==> src/rtl/cbs_pkg.sv <==
// ----------------------------------------------------------------------------
// Centroid bounding sphere package
// Shared controller states and the command and status bundles that pass
// between the controller and the datapath.
// ----------------------------------------------------------------------------
package cbs_pkg;

   // Controller states.
   typedef enum logic [2:0] {
      ST_IDLE,
      ST_DIV_LOAD,
      ST_DIV,
      ST_PASS_LOAD,
      ST_PASS,
      ST_SQRT_LOAD,
      ST_SQRT,
      ST_FINISH
   } state_type;

   // Commands from the controller to the datapath.
   typedef struct packed {
      logic take;
      logic div_start;
      logic div_run;
      logic pass_start;
      logic pass_run;
      logic sqrt_start;
      logic sqrt_run;
      logic result_load;
   } cmd_type;

   // Status from the datapath to the controller.
   typedef struct packed {
      logic div_done;
      logic pass_done;
      logic sqrt_done;
      logic out_free;
   } status_type;

endpackage

==> src/rtl/cbs_ctrl.sv <==
// ----------------------------------------------------------------------------
// Centroid bounding sphere controller
// Sequences point intake, the centre divide, the distance pass, the square
// root and the hand-over of the result word.
// ----------------------------------------------------------------------------
module cbs_ctrl (
   input  logic               clock,
   input  logic               reset,
   input  logic               req_valid,
   input  logic               req_last_point,
   output logic               req_stall,
   input  cbs_pkg::status_type status,
   output cbs_pkg::cmd_type    cmd
);
   import cbs_pkg::*;

   state_type state_ff;
   state_type state_in;

   // State register.
   always_ff @(posedge clock) begin
      if (reset) begin
         state_ff <= ST_IDLE;
      end else begin
         state_ff <= state_in;
      end
   end

   // Next state.
   always_comb begin
      state_in = state_ff;
      unique case (state_ff)
         ST_IDLE: begin
            if (req_valid && req_last_point) state_in = ST_DIV_LOAD;
         end
         ST_DIV_LOAD:  state_in = ST_DIV;
         ST_DIV: begin
            if (status.div_done) state_in = ST_PASS_LOAD;
         end
         ST_PASS_LOAD: state_in = ST_PASS;
         ST_PASS: begin
            if (status.pass_done) state_in = ST_SQRT_LOAD;
         end
         ST_SQRT_LOAD: state_in = ST_SQRT;
         ST_SQRT: begin
            if (status.sqrt_done) state_in = ST_FINISH;
         end
         ST_FINISH: begin
            if (status.out_free) state_in = ST_IDLE;
         end
         default: state_in = ST_IDLE;
      endcase
   end

   // Outputs.
   always_comb begin
      cmd       = '0;
      req_stall = 1'b1;
      unique case (state_ff)
         ST_IDLE: begin
            req_stall = 1'b0;
            cmd.take  = req_valid;
         end
         ST_DIV_LOAD:  cmd.div_start = 1'b1;
         ST_DIV:       cmd.div_run = !status.div_done;
         ST_PASS_LOAD: cmd.pass_start = 1'b1;
         ST_PASS:      cmd.pass_run = 1'b1;
         ST_SQRT_LOAD: cmd.sqrt_start = 1'b1;
         ST_SQRT:      cmd.sqrt_run = !status.sqrt_done;
         ST_FINISH:    cmd.result_load = status.out_free;
         default: begin
            cmd       = '0;
            req_stall = 1'b1;
         end
      endcase
   end

endmodule

==> config.mk <==
export PLATFORM = sky130hd
export DESIGN_NAME = cbs_ctrl
export DESIGN_NICKNAME = d
export VERILOG_FILES = /design/src/rtl/cbs_pkg.sv /design/src/rtl/cbs_ctrl.sv
export SDC_FILE = /design/constraint.sdc
export NUM_CORES = 1
export LEC_CHECK = 0
export BUFFER_PORTS_ARGS = -buffer_cell sky130_fd_sc_hd__buf_2
export CAP_MARGIN = 5
export CELL_PAD_IN_SITES_DETAIL_PLACEMENT = 1
export CELL_PAD_IN_SITES_GLOBAL_PLACEMENT = 2
export CORE_MARGIN = 2
export CORE_UTILIZATION = 21
export CTS_CLUSTER_DIAMETER = 200
export DETAILED_ROUTE_END_ITERATION = 7
export PLACE_DENSITY_LB_ADDON = 0.1
export SLEW_MARGIN = 20
export SYNTH_ARGS = -nofsm -noshare
export SYNTH_HDL_FRONTEND = slang
export SYNTH_SLANG_ARGS = --single-unit
==> constraint.sdc <==
create_clock -name clock -period 2.1 [get_ports clock]
set_input_delay 0.105 -clock clock [delete_from_list [all_inputs] [get_ports clock]]
set_output_delay 0.105 -clock clock [all_outputs]
set_load 0.01 [all_outputs]
==> impl_metrics.csv, run 1 <==
group,metric,value,unit
run_status,status,"finished clean",
critical_path,crit_arrival,1.81,ns
yosys,syn_nets,50,
layout,diodes,0,
run,cap_violations,0,
layout,reg_top3,"state_ff x3",
floorplan,die_x,41.5,um
layout,mostFrequentLayoutCell,"buf_2",
yosys,yosysWarnings,0,
floorplan,dieArea,0.00172,sq mm
yosys,yosysSeqAreaShare,0.203,
global_routing,grt_pass1_vias,328,
detailed_routing,drtPass1Iterations,4,
placed_design,dpl.hpwl,731,um
clock_network,post_cts_buffers,0,
pwr,power,0.536,mW
yosys,synthTopCellsByArea,"dfxtp_1 20%, ha_1 17%, nor2b_1 6.4%, nor3_1 5.1%, inv_1 5.1%",
yosys,synth.distinct_cells,21,
timing,fin_crit_sh,0.809,
critical_path,r2r_cells,6,
detailed_routing,vias,335,
global_routing,grt_usage,0.0985,
pwr,power.density,1270,mW/mm^2
timing,worst-slew-pin-transition,0.483,ns
floorplan,fp-row-count,13,
layout,most-common-layout-cells,"16 x buf_2, 4 x inv_1, 4 x ha_1",
placed_design,portBuffers,16,
layout,largest-register,"state_ff",
critical_path,critPathMaxFanout,4,
critical_path,regToRegSetupSlack,0.40,ns
detailed_routing,ant_nets,0,
yosys,synth_top_area_cell,"dfxtp_1",
floorplan,io_pins,17,
timing,slew_headroom,0.675,
detailed_routing,wl_per_cell,11.5,um
global_routing,antenna_found_initial,0,
critical_path,end_kind,"flip-flop",
placed_design,place_inst,69,
floorplan,fp.dieH,41.5,um
timing,fin_crit,1.70,ns
detailed_routing,drc,0,
critical_path,start_kind,"flip-flop",
clock_network,cts_hold_buffers,0,
placed_design,finalWeightedCongestion,0.676,
critical_path,worst_ep_required_time,2.21,ns
yosys,syn-instance-count,38,
clock_network,clockBufferDepth,2,
layout,multi_input_area,216,sq um
yosys,netlist_area,295,sq um
detailed_routing,vias_per_cell,4.59,
layout,drive_above_1_share,0.414,
layout,fin_nets,71,
pwr,peakVddDrop,0.418,mV
timing,clock_skew,0.00338,ns
layout,syn_to_final_growth,42.4,%
clock_network,cts_resized,0,
hold_path,worstHoldEndpoint,"state_ff[2]",
clock_network,cts.sink_count,3,
clock_network,clk_pin_slew_worst_paths,0.04,ns
timing,rsz0062_at_grt,"false",
layout,fin_cells,73,
hold_path,holdPathStages,2,
pwr,power.leakage,0.227,nW
floorplan,initial_core_util,0.227,
clock_network,tritoncts,"built",
clock_network,cts_inserted_buffers,3,
layout,num-fill-cells,174,
global_routing,grt_pass1_wl,1.33,mm
clock_network,cts-root-buf,"clkbuf_4",
clock_network,clkLatencyLatePin,0.23,ns
timing,fmax,0.589,GHz
yosys,avgSynthCellArea,7.77,sq um
timing,finalSetupViolations,0,
critical_path,crit_type,"flip-flop to flip-flop",
hold_path,hold_class,"input port to flip-flop",
hold_path,min-delay-start,"reset",
critical_path,rr_startpoint,"state_ff[0]",
timing,finalSetupTns,0,ns
detailed_routing,finalWirelength,838,um
floorplan,core,0.00130,sq mm
layout,largest_register_ff_count,3,
detailed_routing,drtIter0Drc,3,
yosys,yosysTopAreaCellShare,0.203,
global_routing,gr-total-overflow,0,
timing,maxSlewViolCount,0,
critical_path,r2r_end,"state_ff[0]",
yosys,synth_seq_cells,3,
clock_network,h-tree-depth,1,
global_routing,grt_max_degree,10,
timing,finalHoldViolCount,0,
layout,ff_latch_area,60.1,sq um
[worst max-delay path, stage by stage, from the launching register on]
cell,delay (ns)
dfxtp_1,0.38
inv_1,0.08
ha_1,0.25
nor2b_1,0.18
nor3_1,0.43
o21ai_1,0.13
o311a_1,0.14
[worst max-delay path by stage]
| stage | from | endpoint | slack, ns |
|---|---|---|---|
| after floorplan | state_ff[0] | state_ff[0] | 0.68 |
| after global placement | state_ff[0] | state_ff[0] | 0.49 |
| after detailed placement | state_ff[0] | state_ff[0] | 0.39 |
| after CTS | state_ff[0] | state_ff[0] | 0.39 |
| after global routing | state_ff[0] | state_ff[0] | 0.27 |
| final | state_ff[0] | state_ff[0] | 0.40 |
[Yosys cell counts]
cell      count
a21boi_2      1
a21oi_1       1
and2_1        2
and2_2        1
and3_1        1
and3_2        1
dfxtp_1       3
ha_1          4
inv_1         4
inv_2         1
nand2_1       2
nand2b_1      2
nor2_1        3
nor2b_1       3
nor3_1        3
nor3b_1       1
o2111a_2      1
o211ai_1      1
o21ai_1       1
o311a_1       1
o41ai_1       1
[power by group]
part | switching, mW | internal [mW] | leakage, nW
Sequential | 0.0229 | 0.0797 | 0.0246
Clock | 0.0271 | 0.0710 | 0.0150
Combinational | 0.187 | 0.149 | 0.187
[logic make-up after synthesis]
family,synth area share
simple gates,0.360
compound gates,0.203
buf+inv,0.0635
fa+ha+maj,0.169
flops,0.203
[per-stage QoR]
step	hold slack, ns	instance area (sq um)	util	setup slack, ns
2_1_floorplan	0.177	295	-	0.677
3_3_place_gp	0.301	394	0.303	0.492
3_5_place_dp	0.312	394	0.303	0.393
4_1_cts	0.0682	420	0.323	0.394
5_1_grt	0.0778	420	0.323	0.272
6_report	0.0763	420	0.323	0.402
[routing by layer]
layer / share of wire / track usage / vias up / wire length, um
met1: 0.41 / 0.102 / 152 / 341
met5: 0 / 0 / - / 0
met3: 0.088 / 0.0565 / 0 / 74
li1: - / - / 171 / -
met4: 0 / 0 / 0 / 0
met2: 0.50 / 0.181 / 12 / 422
[cell type report]
type / count / area share
Timing Repair Buffer: 16 / 0.190
Clock buffer: 4 / 0.0625
Sequential cell: 3 / 0.143
Inverter: 5 / 0.0446
Multi-Input combinational cell: 30 / 0.515
Tap cell: 15 / 0.0446
Note: power is estimated with default switching activity, not from simulation.
==> run 2, diff against run 1 <==
--- a/config.mk
+++ b/config.mk
@@ -5,12 +5,13 @@
 export SDC_FILE = /design/constraint.sdc
 export NUM_CORES = 1
 export LEC_CHECK = 0
+export ABC_AREA = 1
 export BUFFER_PORTS_ARGS = -buffer_cell sky130_fd_sc_hd__buf_2
 export CAP_MARGIN = 5
 export CELL_PAD_IN_SITES_DETAIL_PLACEMENT = 1
 export CELL_PAD_IN_SITES_GLOBAL_PLACEMENT = 2
 export CORE_MARGIN = 2
-export CORE_UTILIZATION = 21
+export CORE_UTILIZATION = 19
 export CTS_CLUSTER_DIAMETER = 200
 export DETAILED_ROUTE_END_ITERATION = 7
 export PLACE_DENSITY_LB_ADDON = 0.1
==> constraint.sdc (replaced) <==
create_clock -name clock -period 1.4 [get_ports clock]
set_input_delay 0.07 -clock clock [delete_from_list [all_inputs] [get_ports clock]]
set_output_delay 0.07 -clock clock [all_outputs]
set_load 0.01 [all_outputs]
==> run 2 against run 1 <==
Against the previous run: die area up 38%; non-clock buffer count up 2; synthesized area up 29%; largest cell class unchanged; final cell count up 51%; global-route usage down 1.4 points; highest routed layer is now met4; via count up 22%; combinational power up 95%; routed wire length up 11%; first-iteration DRC count down 33%; hold slack better by 0.0058 ns; clock skew up 0.00075 ns.
==> impl_metrics.csv, run 2 <==
group,metric,value,unit
yosys,avgSynthCellArea,6.13,sq um
floorplan,core,0.00192,sq mm
critical_path,startpoint,"state_ff[0]",
critical_path,crit_arrival,1.20,ns
layout,final_area,549,sq um
clock_network,cts.sink_count,3,
yosys,synthMuxAreaShare,0,
layout,mostFrequentLayoutCell,"inv_1",
hold_path,hold_class,"input port to flip-flop",
detailed_routing,drtIter0Drc,2,
run,cap_violations,0,
global_routing,gr-total-overflow,0,
yosys,yosysTopAreaCellShare,0.168,
placed_design,portBuffers,16,
critical_path,cpMostUsedCell,"inv_1",
yosys,syn-instance-count,62,
layout,fin_nets,96,
timing,finalSetupViolations,0,
yosys,synthTopCellsByArea,"inv_1 17%, dfxtp_1 16%, ha_1 13%, nor2_1 13%, nand3_2 7.9%",
detailed_routing,finalWirelength,931,um
timing,finalSetupTns,0,ns
yosys,syn_nets,74,
placed_design,postPlaceCellArea,498,sq um
detailed_routing,vias_per_cell,3.73,
global_routing,grt_pass1_vias,390,
critical_path,crit_family,"flip-flops",
floorplan,fp-row-count,16,
clock_network,cts_hold_buffers,0,
yosys,synth.cells.most_frequent,"17 x inv_1, 13 x nor2_1, 8 x nand2_1",
critical_path,regToRegSetupSlack,0.16,ns
yosys,netlist_area,380,sq um
timing,clock_skew,0.00413,ns
floorplan,initial_core_util,0.198,
clock_network,clockBufferDepth,2,
critical_path,crit_chain,"inv_1 -> ha_2 -> nand3_2 -> inv_1 -> buf_2",
global_routing,antenna_found_initial,0,
clock_network,clk_pin_slew_worst_paths,0.04,ns
pwr,power.leakage,0.349,nW
yosys,synth_top_family_by_area,"simple AND/OR/NAND/NOR gates",
layout,reg_top3,"state_ff x3",
detailed_routing,drc,0,
run_status,status,"finished clean",
clock_network,h-tree-depth,1,
timing,fin_crit,1.27,ns
detailed_routing,vias,410,
floorplan,fp.dieH,48.7,um
placed_design,finalWeightedCongestion,0.654,
critical_path,cp_slowest_cell,"dfxtp_2",
pwr,power.density,1750,mW/mm^2
yosys,synth-simple-area-share,0.447,
placed_design,dpl.hpwl,812,um
yosys,yosysSeqAreaShare,0.158,
yosys,synth_edf_count,0,
detailed_routing,drtPass1Iterations,3,
timing,slew_headroom,0.889,
global_routing,grt_pass1_wl,1.52,mm
hold_path,holdPathStages,4,
critical_path,worst_ep_required_time,1.33,ns
timing,rsz0062_at_grt,"false",
critical_path,r2r_end,"state_ff[1]",
floorplan,die_x,48.7,um
critical_path,start_kind,"flip-flop",
detailed_routing,ant_nets,0,
pwr,peakVddDrop,0.440,mV
floorplan,io_pins,17,
clock_network,cts_inserted_buffers,3,
hold_path,worstHoldEndpoint,"state_ff[1]",
layout,drive_above_1_share,0.446,
timing,worst-slew-pin-transition,0.166,ns
yosys,synth_top_area_cell,"inv_1",
yosys,synth.distinct_cells,16,
critical_path,r2r_cells,9,
timing,fmax,0.787,GHz
clock_network,clkLatencyLatePin,0.24,ns
layout,largest_register_ff_count,3,
hold_path,min-delay-start,"reset",
pwr,power,0.962,mW
critical_path,rr_startpoint,"state_ff[1]",
layout,most-common-layout-cells,"17 x inv_1, 16 x buf_2, 12 x nor2_1, 8 x nand2_1",
yosys,synthAdderAreaFrac,0.132,
critical_path,crit_type,"flip-flop to primary output",
detailed_routing,wl_per_cell,8.46,um
yosys,synth_ff_type,"dfxtp_1",
floorplan,dieArea,0.00238,sq mm
timing,fin_crit_sh,0.908,
yosys,async_flop_share,0,
yosys,synth_compound_area_frac,0.0493,
critical_path,cp_slowest_stage_delay,0.33,ns
clock_network,tritoncts,"built",
yosys,synth_xor_xnor_area_share,0,
timing,finalHoldViolCount,0,
yosys,yosysMostFrequentCell,"inv_1",
layout,diodes,0,
critical_path,critPathBufInv,3,
layout,largest-register,"state_ff",
critical_path,end_kind,"primary output",
global_routing,grt_usage,0.0849,
layout,syn_to_final_growth,44.4,%
clock_network,cts-root-buf,"clkbuf_4",
critical_path,critPathMaxFanout,4,
global_routing,grt_max_degree,9,
yosys,yosysWarnings,0,
yosys,synth_seq_cells,3,
timing,maxSlewViolCount,0,
layout,utilization,0.286,
==> run 2: area by class of cell <==
cell class	instances	area, sq um
timing repair buffer	18	95.1
clock buffer	4	26.3
fill	272	1370
tap	27	33.8
sequential	3	62.6
inverter	18	70.1
multi-input combinational	40	262
==> run 2: how the worst max path moves through the flow <==
stage,to,slack [ns],cells after the start
after CTS,state_ff[0],0.03,8
after global placement,state_ff[0],-0.002,8
after global routing,state_ff[0],0.02,9
after detailed placement,state_ff[0],0.01,8
after floorplan,state_ff[0],0.17,8
final,cmd[5],0.13,5
==> run 2: where the power goes <==
part           total (mW)  switching [mW]  leakage, nW  internal (mW)
Sequential          0.153          0.0276       0.0254          0.125
Clock               0.156          0.0486       0.0150          0.107
Combinational       0.653           0.382        0.309          0.271
Total               0.962           0.458        0.349          0.504
==> run 2: what timing repair did <==
action / 4_1_cts / 5_1_grt
gates resized for setup: 1 / 7
setup endpoints to repair: 1 / 5
setup buffers: 0 / 0
==> run 2: logic make-up (layout without fill, tap and decap cells) <==
| kind of cell | count (synthesis) | after routing |
|---|---|---|
| AOI/OAI and AO/OA | 3 | 3 |
| adders and majority gates | 4 | 4 |
| buffers and inverters | 19 | 40 |
| DFF | 3 | 3 |
| and+or+nand+nor | 33 | 33 |
==> run 2: worst reg2reg max path, delay by kind of cell, from the launching register on <==
| family | cells | cell delay [ns] |
|---|---|---|
| flops | 1 | 0.33 |
| fa+ha+maj | 1 | 0.22 |
| buf+inv | 2 | 0.14 |
| simple gates | 6 | 0.44 |
==> run 2: routing by layer <==
| metal | track usage | vias to the layer above | wire, um |
|---|---|---|---|
| li1 | - | 221 | - |
| met1 | 0.0964 | 173 | 426 |
| met2 | 0.139 | 14 | 447 |
| met3 | 0.0216 | 2 | 39 |
| met4 | 0.0571 | 0 | 17 |
| met5 | 0 | - | 0 |
==> run 2: per-stage QoR <==
step / instances / hold WS, ns / worst slack, ns
5_1_grt: 110 / 0.109 / 0.0190
3_5_place_dp: 106 / 0.340 / 0.0116
6_report: 110 / 0.0821 / 0.129
2_1_floorplan: 62 / 0.227 / 0.168
3_3_place_gp: 106 / 0.337 / -0.00216
4_1_cts: 110 / 0.0938 / 0.0262
